===== src/design/hjd_pkg.sv =====
`timescale 1ns / 1ps
package hjd_pkg;

	localparam int CFG_W = 10;
	localparam int CFG_IDX_W = 3;

	// register indexes on the configuration port
	localparam logic [CFG_IDX_W-1:0] CFG_INSERT_HIGH    = 3'd0;
	localparam logic [CFG_IDX_W-1:0] CFG_KEY_PRESS_HIGH = 3'd1;
	localparam logic [CFG_IDX_W-1:0] CFG_HOOK_PRESENT   = 3'd2;
	localparam logic [CFG_IDX_W-1:0] CFG_JACK_DELAY     = 3'd3;
	localparam logic [CFG_IDX_W-1:0] CFG_CONFIRM_DELAY  = 3'd4;
	localparam logic [CFG_IDX_W-1:0] CFG_HOOK_DELAY     = 3'd5;
	localparam logic [CFG_IDX_W-1:0] CFG_MIC_DELAY      = 3'd6;
	localparam logic [CFG_IDX_W-1:0] CFG_STARTUP_DELAY  = 3'd7;

	localparam logic [CFG_W-1:0] JACK_DELAY_RST    = 10'd50;
	localparam logic [CFG_W-1:0] CONFIRM_DELAY_RST = 10'd100;
	localparam logic [CFG_W-1:0] HOOK_DELAY_RST    = 10'd100;
	localparam logic [CFG_W-1:0] MIC_DELAY_RST     = 10'd1;
	localparam logic [CFG_W-1:0] STARTUP_DELAY_RST = 10'd500;

	// jack check phases
	localparam logic [1:0] PH_IDLE    = 2'd0;
	localparam logic [1:0] PH_FIRST   = 2'd1;
	localparam logic [1:0] PH_CONFIRM = 2'd2;

	// jack_state codes
	localparam logic [1:0] JS_NONE     = 2'd0;
	localparam logic [1:0] JS_HEADSET  = 2'd1;
	localparam logic [1:0] JS_HEADPHONE = 2'd2;

	localparam logic EV_HEADPHONE = 1'b0;
	localparam logic EV_HEADSET   = 1'b1;

	typedef struct packed {
		logic             insert_high;
		logic             key_press_high;
		logic             hook_present;
		logic [CFG_W-1:0] jack_delay;
		logic [CFG_W-1:0] confirm_delay;
		logic [CFG_W-1:0] hook_delay;
		logic [CFG_W-1:0] mic_delay;
	} cfg_t;

	typedef struct packed {
		logic jack_pin;
		logic hook_pin;
	} in_t;

	typedef struct packed {
		logic [1:0] jack_state;
		logic       key_status;
		logic       jack_event_valid;
		logic       jack_event_kind;
		logic       jack_event_value;
		logic       key_event_valid;
		logic       key_event_value;
	} out_t;

endpackage


===== src/design/hjd_cfg.sv =====
`timescale 1ns / 1ps
module hjd_cfg (
	input  logic                           clk,
	input  logic                           arst_n,
	input  logic                           cfg_wr_en,
	input  logic [hjd_pkg::CFG_IDX_W-1:0] cfg_index,
	input  logic [hjd_pkg::CFG_W-1:0]     cfg_data,
	output hjd_pkg::cfg_t                  cfg
);
	import hjd_pkg::*;

	cfg_t cfg_q;

	always_ff @(posedge clk or negedge arst_n) begin
		if (!arst_n) begin
			cfg_q.insert_high    <= 1'b1;
			cfg_q.key_press_high <= 1'b1;
			cfg_q.hook_present   <= 1'b1;
			cfg_q.jack_delay     <= JACK_DELAY_RST;
			cfg_q.confirm_delay  <= CONFIRM_DELAY_RST;
			cfg_q.hook_delay     <= HOOK_DELAY_RST;
			cfg_q.mic_delay      <= MIC_DELAY_RST;
		end else if (cfg_wr_en) begin
			unique case (cfg_index)
				CFG_INSERT_HIGH:    cfg_q.insert_high    <= cfg_data[0];
				CFG_KEY_PRESS_HIGH: cfg_q.key_press_high <= cfg_data[0];
				CFG_HOOK_PRESENT:   cfg_q.hook_present   <= cfg_data[0];
				CFG_JACK_DELAY:     cfg_q.jack_delay     <= cfg_data;
				CFG_CONFIRM_DELAY:  cfg_q.confirm_delay  <= cfg_data;
				CFG_HOOK_DELAY:     cfg_q.hook_delay     <= cfg_data;
				CFG_MIC_DELAY:      cfg_q.mic_delay      <= cfg_data;
				// startup delay only shapes the check armed at reset
				CFG_STARTUP_DELAY: begin
				end
				default: begin
				end
			endcase
		end
	end

	assign cfg = cfg_q;

endmodule


===== src/design/hjd_in_stage.sv =====
`timescale 1ns / 1ps
module hjd_in_stage (
	input  logic         clk,
	input  logic         arst_n,
	input  logic         in_valid,
	output logic         in_stall,
	input  hjd_pkg::in_t in_data,
	input  logic         ready,
	output logic         valid_s1,
	output hjd_pkg::in_t data_s1
);
	import hjd_pkg::*;

	logic valid_s1_r;
	in_t  data_s1_r;

	// hold the beat while the result stage cannot take it
	assign in_stall = valid_s1_r && !ready;

	always_ff @(posedge clk or negedge arst_n) begin
		if (!arst_n) begin
			valid_s1_r <= 1'b0;
		end else if (!in_stall) begin
			valid_s1_r <= in_valid;
		end
	end

	always_ff @(posedge clk) begin
		if (!in_stall && in_valid) begin
			data_s1_r <= in_data;
		end
	end

	assign valid_s1 = valid_s1_r;
	assign data_s1  = data_s1_r;

endmodule


===== src/design/hjd_core.sv =====
`timescale 1ns / 1ps
module hjd_core #(
	parameter int DELAY_BITS = 10
) (
	input  logic          clk,
	input  logic          arst_n,
	input  hjd_pkg::cfg_t cfg,
	input  logic          valid_s1,
	input  hjd_pkg::in_t  data_s1,
	output logic          ready,
	output logic          out_valid,
	input  logic          out_stall,
	output hjd_pkg::out_t out_data
);
	import hjd_pkg::*;

	localparam logic [DELAY_BITS-1:0] ONE = DELAY_BITS'(1);

	logic                  inserted_q, hook_status_q, hook_detect_on_q, mic_fitted_q;
	logic [1:0]            jack_code_q, jack_phase_q;
	logic [DELAY_BITS-1:0] jack_count_q, mic_count_q, hook_count_q;
	logic                  first_sample_q, mic_pending_q, hook_pending_q;
	logic                  last_jack_q, last_hook_q;

	logic                  ins_n, hs_n, hdo_n, mf_n, fs_n, mp_n, hpd_n;
	logic [1:0]            code_n, ph_n;
	logic [DELAY_BITS-1:0] jc_n, mc_n, hc_n;
	out_t                  res;
	logic                  jack_in, hook_dn;

	logic out_valid_q;
	out_t out_data_q;
	logic adv;

	assign ready = !out_valid_q || !out_stall;
	assign adv   = valid_s1 && ready;

	assign jack_in = cfg.insert_high ? data_s1.jack_pin : !data_s1.jack_pin;
	assign hook_dn = cfg.key_press_high ? data_s1.hook_pin : !data_s1.hook_pin;

	always_comb begin
		ins_n  = inserted_q;
		hs_n   = hook_status_q;
		hdo_n  = hook_detect_on_q;
		mf_n   = mic_fitted_q;
		code_n = jack_code_q;
		ph_n   = jack_phase_q;
		jc_n   = jack_count_q;
		fs_n   = first_sample_q;
		mp_n   = mic_pending_q;
		mc_n   = mic_count_q;
		hpd_n  = hook_pending_q;
		hc_n   = hook_count_q;
		res    = '0;

		// jack check
		unique case (jack_phase_q)
			PH_FIRST: begin
				if (jack_count_q <= ONE) begin
					fs_n = data_s1.jack_pin;
					ph_n = PH_CONFIRM;
					jc_n = DELAY_BITS'(cfg.confirm_delay);
				end else begin
					jc_n = jack_count_q - ONE;
				end
			end
			PH_CONFIRM: begin
				if (jack_count_q <= ONE) begin
					jc_n = '0;
					ph_n = PH_IDLE;
					if (first_sample_q == data_s1.jack_pin && jack_in != inserted_q) begin
						ins_n = jack_in;
						if (jack_in) begin
							code_n = JS_HEADPHONE;
							if (cfg.hook_present) begin
								if (!mic_pending_q) begin
									mp_n = 1'b1;
									mc_n = DELAY_BITS'(cfg.mic_delay);
								end
							end else begin
								res.jack_event_valid = 1'b1;
								res.jack_event_kind  = EV_HEADPHONE;
								res.jack_event_value = 1'b1;
							end
						end else begin
							hs_n   = 1'b0;
							hdo_n  = 1'b0;
							code_n = JS_NONE;
							res.jack_event_valid = 1'b1;
							res.jack_event_kind  = EV_HEADPHONE;
							res.jack_event_value = 1'b0;
						end
					end
				end else begin
					jc_n = jack_count_q - ONE;
				end
			end
			default: ph_n = PH_IDLE;
		endcase

		// mic timer; may fire on the tick that armed it
		if (mp_n) begin
			if (mc_n <= ONE) begin
				mc_n = '0;
				mp_n = 1'b0;
				if (ins_n && cfg.hook_present) begin
					mf_n = !hook_dn;
					if (!hook_dn) begin
						hdo_n = 1'b1;
						hs_n  = 1'b0;
					end
					code_n = hook_dn ? JS_HEADPHONE : JS_HEADSET;
					res.jack_event_valid = 1'b1;
					res.jack_event_kind  = EV_HEADSET;
					res.jack_event_value = !hook_dn;
				end
			end else begin
				mc_n = mc_n - ONE;
			end
		end

		// hook check
		if (hook_pending_q) begin
			if (hook_count_q <= ONE) begin
				hc_n  = '0;
				hpd_n = 1'b0;
				if (ins_n && hook_dn != hs_n) begin
					hs_n = hook_dn;
					res.key_event_valid = 1'b1;
					res.key_event_value = hook_dn;
				end
			end else begin
				hc_n = hook_count_q - ONE;
			end
		end

		// edge detection arms new checks; pending ones run on
		if (data_s1.jack_pin != last_jack_q && jack_in != ins_n && ph_n == PH_IDLE) begin
			ph_n = PH_FIRST;
			jc_n = DELAY_BITS'(cfg.jack_delay);
		end
		if (hdo_n && data_s1.hook_pin != last_hook_q && hook_dn != hs_n && !hpd_n) begin
			hpd_n = 1'b1;
			hc_n  = DELAY_BITS'(cfg.hook_delay);
		end

		res.jack_state = code_n;
		res.key_status = hs_n;
	end

	always_ff @(posedge clk or negedge arst_n) begin
		if (!arst_n) begin
			inserted_q       <= 1'b0;
			hook_status_q    <= 1'b0;
			hook_detect_on_q <= 1'b0;
			mic_fitted_q     <= 1'b0;
			jack_code_q      <= JS_NONE;
			jack_phase_q     <= PH_FIRST;
			jack_count_q     <= DELAY_BITS'(STARTUP_DELAY_RST);
			first_sample_q   <= 1'b0;
			mic_pending_q    <= 1'b0;
			mic_count_q      <= '0;
			hook_pending_q   <= 1'b0;
			hook_count_q     <= '0;
			last_jack_q      <= 1'b0;
			last_hook_q      <= 1'b0;
		end else if (adv) begin
			inserted_q       <= ins_n;
			hook_status_q    <= hs_n;
			hook_detect_on_q <= hdo_n;
			mic_fitted_q     <= mf_n;
			jack_code_q      <= code_n;
			jack_phase_q     <= ph_n;
			jack_count_q     <= jc_n;
			first_sample_q   <= fs_n;
			mic_pending_q    <= mp_n;
			mic_count_q      <= mc_n;
			hook_pending_q   <= hpd_n;
			hook_count_q     <= hc_n;
			last_jack_q      <= data_s1.jack_pin;
			last_hook_q      <= data_s1.hook_pin;
		end
	end

	always_ff @(posedge clk or negedge arst_n) begin
		if (!arst_n) begin
			out_valid_q <= 1'b0;
		end else if (adv) begin
			out_valid_q <= 1'b1;
		end else if (!out_stall) begin
			out_valid_q <= 1'b0;
		end
	end

	always_ff @(posedge clk) begin
		if (adv) begin
			out_data_q <= res;
		end
	end

	assign out_valid = out_valid_q;
	assign out_data  = out_data_q;

	a_jack_unused_zero: assert property (@(posedge clk) disable iff (!arst_n)
		out_valid_q && !out_data_q.jack_event_valid |->
			!out_data_q.jack_event_kind && !out_data_q.jack_event_value)
		else $error("jack report fields set without a report");

	a_key_unused_zero: assert property (@(posedge clk) disable iff (!arst_n)
		out_valid_q && !out_data_q.key_event_valid |-> !out_data_q.key_event_value)
		else $error("key value set without a report");

	a_state_code: assert property (@(posedge clk) disable iff (!arst_n)
		out_valid_q |-> out_data_q.jack_state != 2'd3)
		else $error("illegal jack state code");

	a_hook_needs_plug: assert property (@(posedge clk) disable iff (!arst_n)
		hook_detect_on_q || hook_status_q |-> inserted_q)
		else $error("hook active while unplugged");

	a_result_held: assert property (@(posedge clk) disable iff (!arst_n)
		out_valid_q && out_stall |=> out_valid_q && $stable(out_data_q))
		else $error("stalled result changed");

endmodule


===== src/design/headset_jack_detect_unit.sv =====
`timescale 1ns / 1ps
// Headset jack and hook-key detector. Each input beat is one millisecond tick carrying
// the jack and hook pin levels; each tick yields exactly one result beat with the plug
// state, hook status and any jack or key report made on that tick. One tick is taken
// per clock while the output is not stalled; an accepted tick passes through the input
// register, then the result register that holds the detector state update, where its
// result is presented. Delays are tick counts in the configuration registers; write them
// only while no tick is in flight. The startup check armed at reset always counts the
// reset value of the startup delay.
module headset_jack_detect_unit #(
	parameter int DELAY_BITS = 10
) (
	input  logic                           clk,
	input  logic                           arst_n,
	input  logic                           cfg_wr_en,
	input  logic [hjd_pkg::CFG_IDX_W-1:0] cfg_index,
	input  logic [hjd_pkg::CFG_W-1:0]     cfg_data,
	input  logic                           in_valid,
	output logic                           in_stall,
	input  hjd_pkg::in_t                   in_data,
	output logic                           out_valid,
	input  logic                           out_stall,
	output hjd_pkg::out_t                  out_data
);
	import hjd_pkg::*;

	cfg_t cfg;
	logic ready;
	logic valid_s1;
	in_t  data_s1;

	hjd_cfg u_cfg (
		.clk       (clk),
		.arst_n    (arst_n),
		.cfg_wr_en (cfg_wr_en),
		.cfg_index (cfg_index),
		.cfg_data  (cfg_data),
		.cfg       (cfg)
	);

	hjd_in_stage u_in (
		.clk      (clk),
		.arst_n   (arst_n),
		.in_valid (in_valid),
		.in_stall (in_stall),
		.in_data  (in_data),
		.ready    (ready),
		.valid_s1 (valid_s1),
		.data_s1  (data_s1)
	);

	hjd_core #(
		.DELAY_BITS (DELAY_BITS)
	) u_core (
		.clk       (clk),
		.arst_n    (arst_n),
		.cfg       (cfg),
		.valid_s1  (valid_s1),
		.data_s1   (data_s1),
		.ready     (ready),
		.out_valid (out_valid),
		.out_stall (out_stall),
		.out_data  (out_data)
	);

endmodule

===== config.mk =====
export PLATFORM = sky130hd
export DESIGN_NAME = headset_jack_detect_unit
export DESIGN_NICKNAME = d
export VERILOG_FILES = /design/src/design/hjd_pkg.sv /design/src/design/hjd_cfg.sv /design/src/design/hjd_in_stage.sv /design/src/design/hjd_core.sv /design/src/design/headset_jack_detect_unit.sv
export SDC_FILE = /design/constraint.sdc
export NUM_CORES = 1
export LEC_CHECK = 0
export BUFFER_PORTS_ARGS = -buffer_cell sky130_fd_sc_hd__buf_2
export CORE_MARGIN = 2
export CORE_UTILIZATION = 50
export CTS_CLUSTER_DIAMETER = 150
export DETAILED_ROUTE_END_ITERATION = 12
export PLACE_DENSITY = 0.78
export RECOVER_POWER = 25
export SETUP_SLACK_MARGIN = 0.4
export SLEW_MARGIN = 30
export SYNTH_ARGS = -nofsm -noshare
export SYNTH_HDL_FRONTEND = slang
export SYNTH_SLANG_ARGS = --single-unit

===== constraint.sdc =====
create_clock -name clk -period 9.5 [get_ports clk]
set_clock_uncertainty 0.05 [all_clocks]
set_input_delay 1.425 -clock clk [delete_from_list [all_inputs] [get_ports clk]]
set_output_delay 1.425 -clock clk [all_outputs]
set_load 0.01 [all_outputs]

-- After elaboration in Yosys (flattened, before gate mapping)
Index checks and enable logic that the tools add are counted.
- input bits: 20
- register bits after elaboration: 97
- output and inout bits: 10
- word-level logic and storage cells: 161
- reduce and logical (&&, ||, !) cells: 36
- equal/unequal tests: 16
- add/subtract/negate cells: 3
- multiplexer cells: 72
- order comparisons: 3
- operators with widths (cell ; count):
    $mux W10 ; 14
    $mux W1 ; 36
    $le A10 B1 Y1 const B ; 3
    $sub A10 B1 Y10 const B ; 3
    $mux W2 ; 12
    $mux W3 ; 8
    $pmux W10 S2 ; 1
    $reduce_and A2 Y1 ; 10
    $logic_and A1 B1 Y1 ; 11
    $eq A3 B3 Y1 const B ; 3
    $logic_not A1 Y1 ; 8
    $eq A3 B2 Y1 const B ; 2
    $ne A1 B1 Y1 ; 6
    $reduce_and A3 Y1 ; 2
    $pmux W2 S2 ; 1
    $eq A3 B1 Y1 const B ; 1
    $logic_not A3 Y1 ; 1
    $reduce_bool A3 Y1 ; 1
    $eq A2 B1 Y1 const B ; 1
    $eq A2 B2 Y1 const B ; 1
    $logic_not A2 Y1 ; 1
    $ne A2 B1 Y1 const B ; 1
    $reduce_bool A2 Y1 ; 1
    $eq A1 B1 Y1 ; 1
    $logic_or A1 B1 Y1 ; 1

-- Longest topological paths before layout
- depth in word-level cells: 21
- depth in mapped cells: 19
- mapped depth without buffers: 16

-- Modules after synthesis
Synthesis repeated with hierarchy kept, for this count alone.
- cell total of the unflattened synthesis: 552
- area, all modules: 5620.4 um^2
- by module, submodules not included (module ; sequential area each (um^2) ; cells an instance ; instances ; area an instance (um^2)):
    hjd_core ; 1325.0 ; 448 ; 1 ; 3789.9
    hjd_cfg ; 1092.3 ; 97 ; 1 ; 1712.9
    hjd_in_stage ; 85.1 ; 7 ; 1 ; 117.6

-- Worst setup path after synthesis
OpenSTA, ideal clock, no wires.
- path kind: flip-flop to flip-flop
- start point: reg u_core.jack_count_q[3]
- end point: reg u_core.jack_code_q[1]
- library setup time: 125 ps
- path slack: 5613 ps
- path buffers: 1
- arrival time: 3713 ps
- cell stages (with the launch flop): 13
- path through: dfrtp_1 -> or3_4 -> or4_4 -> nor4_4 -> buf_4 -> mux2i_1 -> ha_1 -> nor2_1 -> nor4_1 -> mux2i_1 -> nor2_1 -> mux2_2 -> mux2_2
- cells in the longest elaborated chain, start to end: 7
- elaborated cells between the ends (all ways): 14
- those cells by class: order compare (2); mux (11); reduce/logical (1)
- RTL lines (element ; RTL line ; source):
    start, declared ; hjd_core.sv:21 ; logic [DELAY_BITS-1:0] jack_count_q, mic_count_q, hook_count_q;
    start signal, assigned ; hjd_core.sv:159 ; jack_count_q <= DELAY_BITS'(STARTUP_DELAY_RST);
    start signal, assigned ; hjd_core.sv:174 ; jack_count_q <= jc_n;
    $le A10 B1 Y1 (*) ; hjd_core.sv:68 ; if (jack_count_q <= ONE) begin
    branches (longest 5 deep; another with $le A10 B1 Y1) ; - ;
    $mux W2 (*) ; hjd_core.sv:102 ; if (mp_n) begin
    net u_core.code_n[1] ; hjd_core.sv:26 ; logic [1:0] code_n, ph_n;
    end signal, assigned ; hjd_core.sv:172 ; jack_code_q <= code_n;
    end, declared ; hjd_core.sv:20 ; logic [1:0] jack_code_q, jack_phase_q;
Mark *: on every way through the listed nets, which the timed path passes.
A chain may end at the register's enable or synchronous reset.

==> results.sh <==
export IMPL_boundaryPins=30
export IMPL_syn_inst=531
export IMPL_synth_ff_type="dfrtp_1"
export IMPL_synth_commonest_cells="dfrtp_1 (67), mux2_2 (50), nand2_1 (44)"
export IMPL_avgRoutedWirePerCell_um=17.9
export IMPL_p_sw_uw=342
export IMPL_syn_area_per_cell_sq_um=10.1
export IMPL_ant_nets=0
export IMPL_fp_dieArea_sq_um=11600
export IMPL_drt_initial_drc_count=333
export IMPL_cp_depth=2
export IMPL_cts_buffers_inserted=9
export IMPL_clk_path_buf_depth=2
export IMPL_antenna_found_initial=0
export IMPL_r2r_start="u_core.jack_phase_q[0]"
export IMPL_clkPwrFrac_pct=24.9
export IMPL_cts_resized=0
export IMPL_path_cells="clkbuf_1, clkbuf_1"
export IMPL_r2r_setup_slack_ns=4.69
export IMPL_clock_latency_ns=0.38
export IMPL_p_seq_share_pct=53.4
export IMPL_final_fill_count=894
export IMPL_reg2reg_to="u_core.hook_count_q[7]"
export IMPL_synth_most_common_cell="dfrtp_1"
export IMPL_die_h_um=108
export IMPL_yosysUniqueCellTypes=66
export IMPL_critPathKind="primary input to asynchronous set/reset pin"
export IMPL_power_density_nw_per_um2=187
export IMPL_hp_class="register to register"
export IMPL_place_inst=677
export IMPL_rsz0062_at_grt="no"
export IMPL_drt_first_pass_iters=5
export IMPL_slew_headroom_pct=-162
export IMPL_grt_first_pass_wirelength_mm=20.7
export IMPL_htree_levels=3
export IMPL_core_sq_um=10400
export IMPL_synthesis_area_sq_um=5390
export IMPL_hold_end="u_core.out_valid"
export IMPL_peakVddDrop_v=0.000160
export IMPL_worstMarginPinSlew_ns=3.93
export IMPL_status="complete, but fails checks"
export IMPL_path_buf_inv=2
export IMPL_fp_dieW_um=108
export IMPL_whs_path_depth=1
export IMPL_p_comb_share_pct=21.7
export IMPL_place_congestion=0.872
export IMPL_ys_top_cells_by_area="dfrtp_1 (31%), mux2_2 (10%), dfstp_2 (9.8%)"
export IMPL_cpMaxStageDelayCell="clkbuf_1"
export IMPL_syn_num_nets=559
export IMPL_cp_required_ns=9.04
export IMPL_dp_slack_ns=4.78
export IMPL_layout_nets=580
export IMPL_reg2reg_depth=16
export IMPL_dpl_hpwl_mm=8.64
export IMPL_cts_tree="yes"
export IMPL_port_buffers=29
export IMPL_hold_viol_final=0
export IMPL_start_kind="primary input"
export IMPL_power_mw=1.09
export IMPL_drive_gt1_share_pct=22.6
export IMPL_report_final_slew_viol_count=76
export IMPL_grt_use_total_pct=22.9
export IMPL_p_leak_nw=2.29
export IMPL_grt_pass1_vias=4099
export IMPL_setup_viol=0
export IMPL_endpoint_kind="asynchronous set/reset pin"
export IMPL_violations="capacitance limit, slew limit"
export IMPL_utilization_pct=55.9
export IMPL_cp_max_fo=75
export IMPL_maxCapViolations=1
export IMPL_postCtsHoldBufs=0
export IMPL_drc=0
export IMPL_grt_max_degree=76
export IMPL_swShare_pct=31.4
export IMPL_diodes=0
export IMPL_vias=4317
export IMPL_fin_cells=693
export IMPL_synth_seq_area_share_pct=46.4
export IMPL_p_int_uw=748
export IMPL_synth_edf_count=10
export IMPL_crit_family="buffers and inverters"
export IMPL_clkTransAtPathRegs_ns=0.08
export IMPL_cp_slowest_stage_delay_ns=2.82
export IMPL_ys_seq_elements=97
export IMPL_fp_row_count=37
export IMPL_area_growth_pct=7.99
export IMPL_fin_crit_sh_pct=56.2
export IMPL_fmax_mhz=187
export IMPL_setup_slack_ns=4.16
export IMPL_start_util_pct=51.7
export IMPL_period_minus_slack_ns=5.34
export IMPL_gr_total_overflow=0
export IMPL_synth_top_area_cell="dfrtp_1"
export IMPL_cts_root_buf="clkbuf_8"
export IMPL_setup_tns_ns=0
export IMPL_post_cts_setup_buffers=0
export IMPL_wl_mm=12.4
export IMPL_critPathMostFrequentCell="clkbuf_1"
export IMPL_synth_top_cell_area_share_pct=31.1
export IMPL_cp_arrival_ns=4.88
export IMPL_synthArstFlopShare_pct=89.7
export IMPL_clock_sinks=97
export IMPL_worstHoldStart="u_in.valid_s1"
export IMPL_ys_warn_count=0
export IMPL_via_per_inst=6.23
-- stage by stage --
step           hold WS [ns]  instance area [sq um]
6_report              0.449                   5820
5_1_grt               0.463                   5820
4_1_cts               0.453                   5830
3_5_place_dp          0.440                   5630
3_3_place_gp          0.419                   5630
2_1_floorplan         0.407                   5390
-- logic make-up (layout without fill, tap and decap cells) --
logic type | count (synthesis) | count (layout) | synth area share [%]
buffers and inverters | 42 | 68 | 3.30
DFF | 97 | 97 | 46.4
muxes | 61 | 61 | 12.5
and+or+nand+nor | 175 | 175 | 17.0
xor gates and xnor gates | 18 | 18 | 2.93
adders and majority gates | 8 | 8 | 1.86
AOI/OAI and AO/OA | 130 | 130 | 15.9
-- power by group through the flow --
stage | clock network (mW) | registers [mW] | logic [mW]
after global routing | 0.294 | 0.592 | 0.266
after floorplan | 0 | 0.564 | 0.182
after global placement | 0 | 0.583 | 0.223
final | 0.271 | 0.582 | 0.236
after CTS | 0.276 | 0.580 | 0.236
after detailed placement | 0 | 0.588 | 0.233
-- routing by layer --
| layer | GRT usage [%] | part of all wire (%) | vias to the layer above |
|---|---|---|---|
| met1 | 30.2 | 44 | 2162 |
| met5 | 0 | 0 | - |
| li1 | - | - | 2000 |
| met2 | 37.6 | 50 | 141 |
| met4 | 6.78 | 1.2 | 0 |
| met3 | 5.45 | 5.5 | 14 |
-- placed cells by master, fill, tap and decap left out, drive strengths merged, types with 3 or more instances in the layout --
cell type | synthesis | layout
nor2 | 36 | 36
a22oi | 6 | 6
nor3 | 25 | 25
a32oi | 3 | 3
o21ai | 33 | 33
buf | 7 | 30
a21oi | 30 | 30
dfstp | 20 | 20
nand2 | 44 | 44
or3 | 7 | 7
inv | 18 | 19
o31ai | 6 | 6
ha | 8 | 8
nor4 | 6 | 6
o211ai | 6 | 6
o221ai | 3 | 3
dfrtp | 67 | 67
mux2i | 11 | 11
nand2b | 8 | 8
nand3b | 10 | 10
a211o | 3 | 3
nand3 | 8 | 8
a32o | 3 | 3
clkbuf | 17 | 15
and2 | 7 | 7
nor3b | 5 | 5
nand4b | 4 | 4
or2 | 3 | 3
o22ai | 16 | 16
edfxtp | 10 | 10
nor2b | 3 | 3
xnor2 | 9 | 9
nand4 | 3 | 3
xor2 | 9 | 9
mux2 | 50 | 50
-- flip-flops by register name (all words and copies together) (netlist names), 2 cells and up --
| register | cells |
|---|---|
| u_core.out_data | 8 |
| u_core.jack_count_q | 10 |
| u_in.data_s1 | 2 |
| u_cfg.cfg | 43 |
| u_core.mic_count_q | 10 |
| u_core.hook_count_q | 10 |
| u_core.jack_phase_q | 2 |
| u_core.jack_code_q | 2 |
-- area by class of cell --
type / instances / area [sq um] / area share (%)
timing repair buffer: 34 / 175 / 3.01
sequential: 97 / 2500 / 43.0
multi-input combinational: 392 / 2710 / 46.5
inverter: 18 / 67.6 / 1.16
tap: 136 / 170 / 2.92
clock inverter: 5 / 53.8 / 0.925
clock buffer: 11 / 141 / 2.43
-- worst max path at each step --
stage,startpoint,endpoint,slack (ns)
after global routing,arst_n,u_core.last_jack_q,3.17
final,arst_n,u_in.valid_s1,4.16
after detailed placement,u_core.jack_phase_q[0],u_core.hook_count_q[7],4.78
after CTS,u_core.jack_phase_q[0],u_core.hook_count_q[7],4.74
after floorplan,u_core.jack_count_q[3],u_core.jack_code_q[1],5.61
after global placement,u_core.jack_phase_q[0],u_core.hook_count_q[7],4.93
No activity file was read; power rests on OpenSTA's default activity.
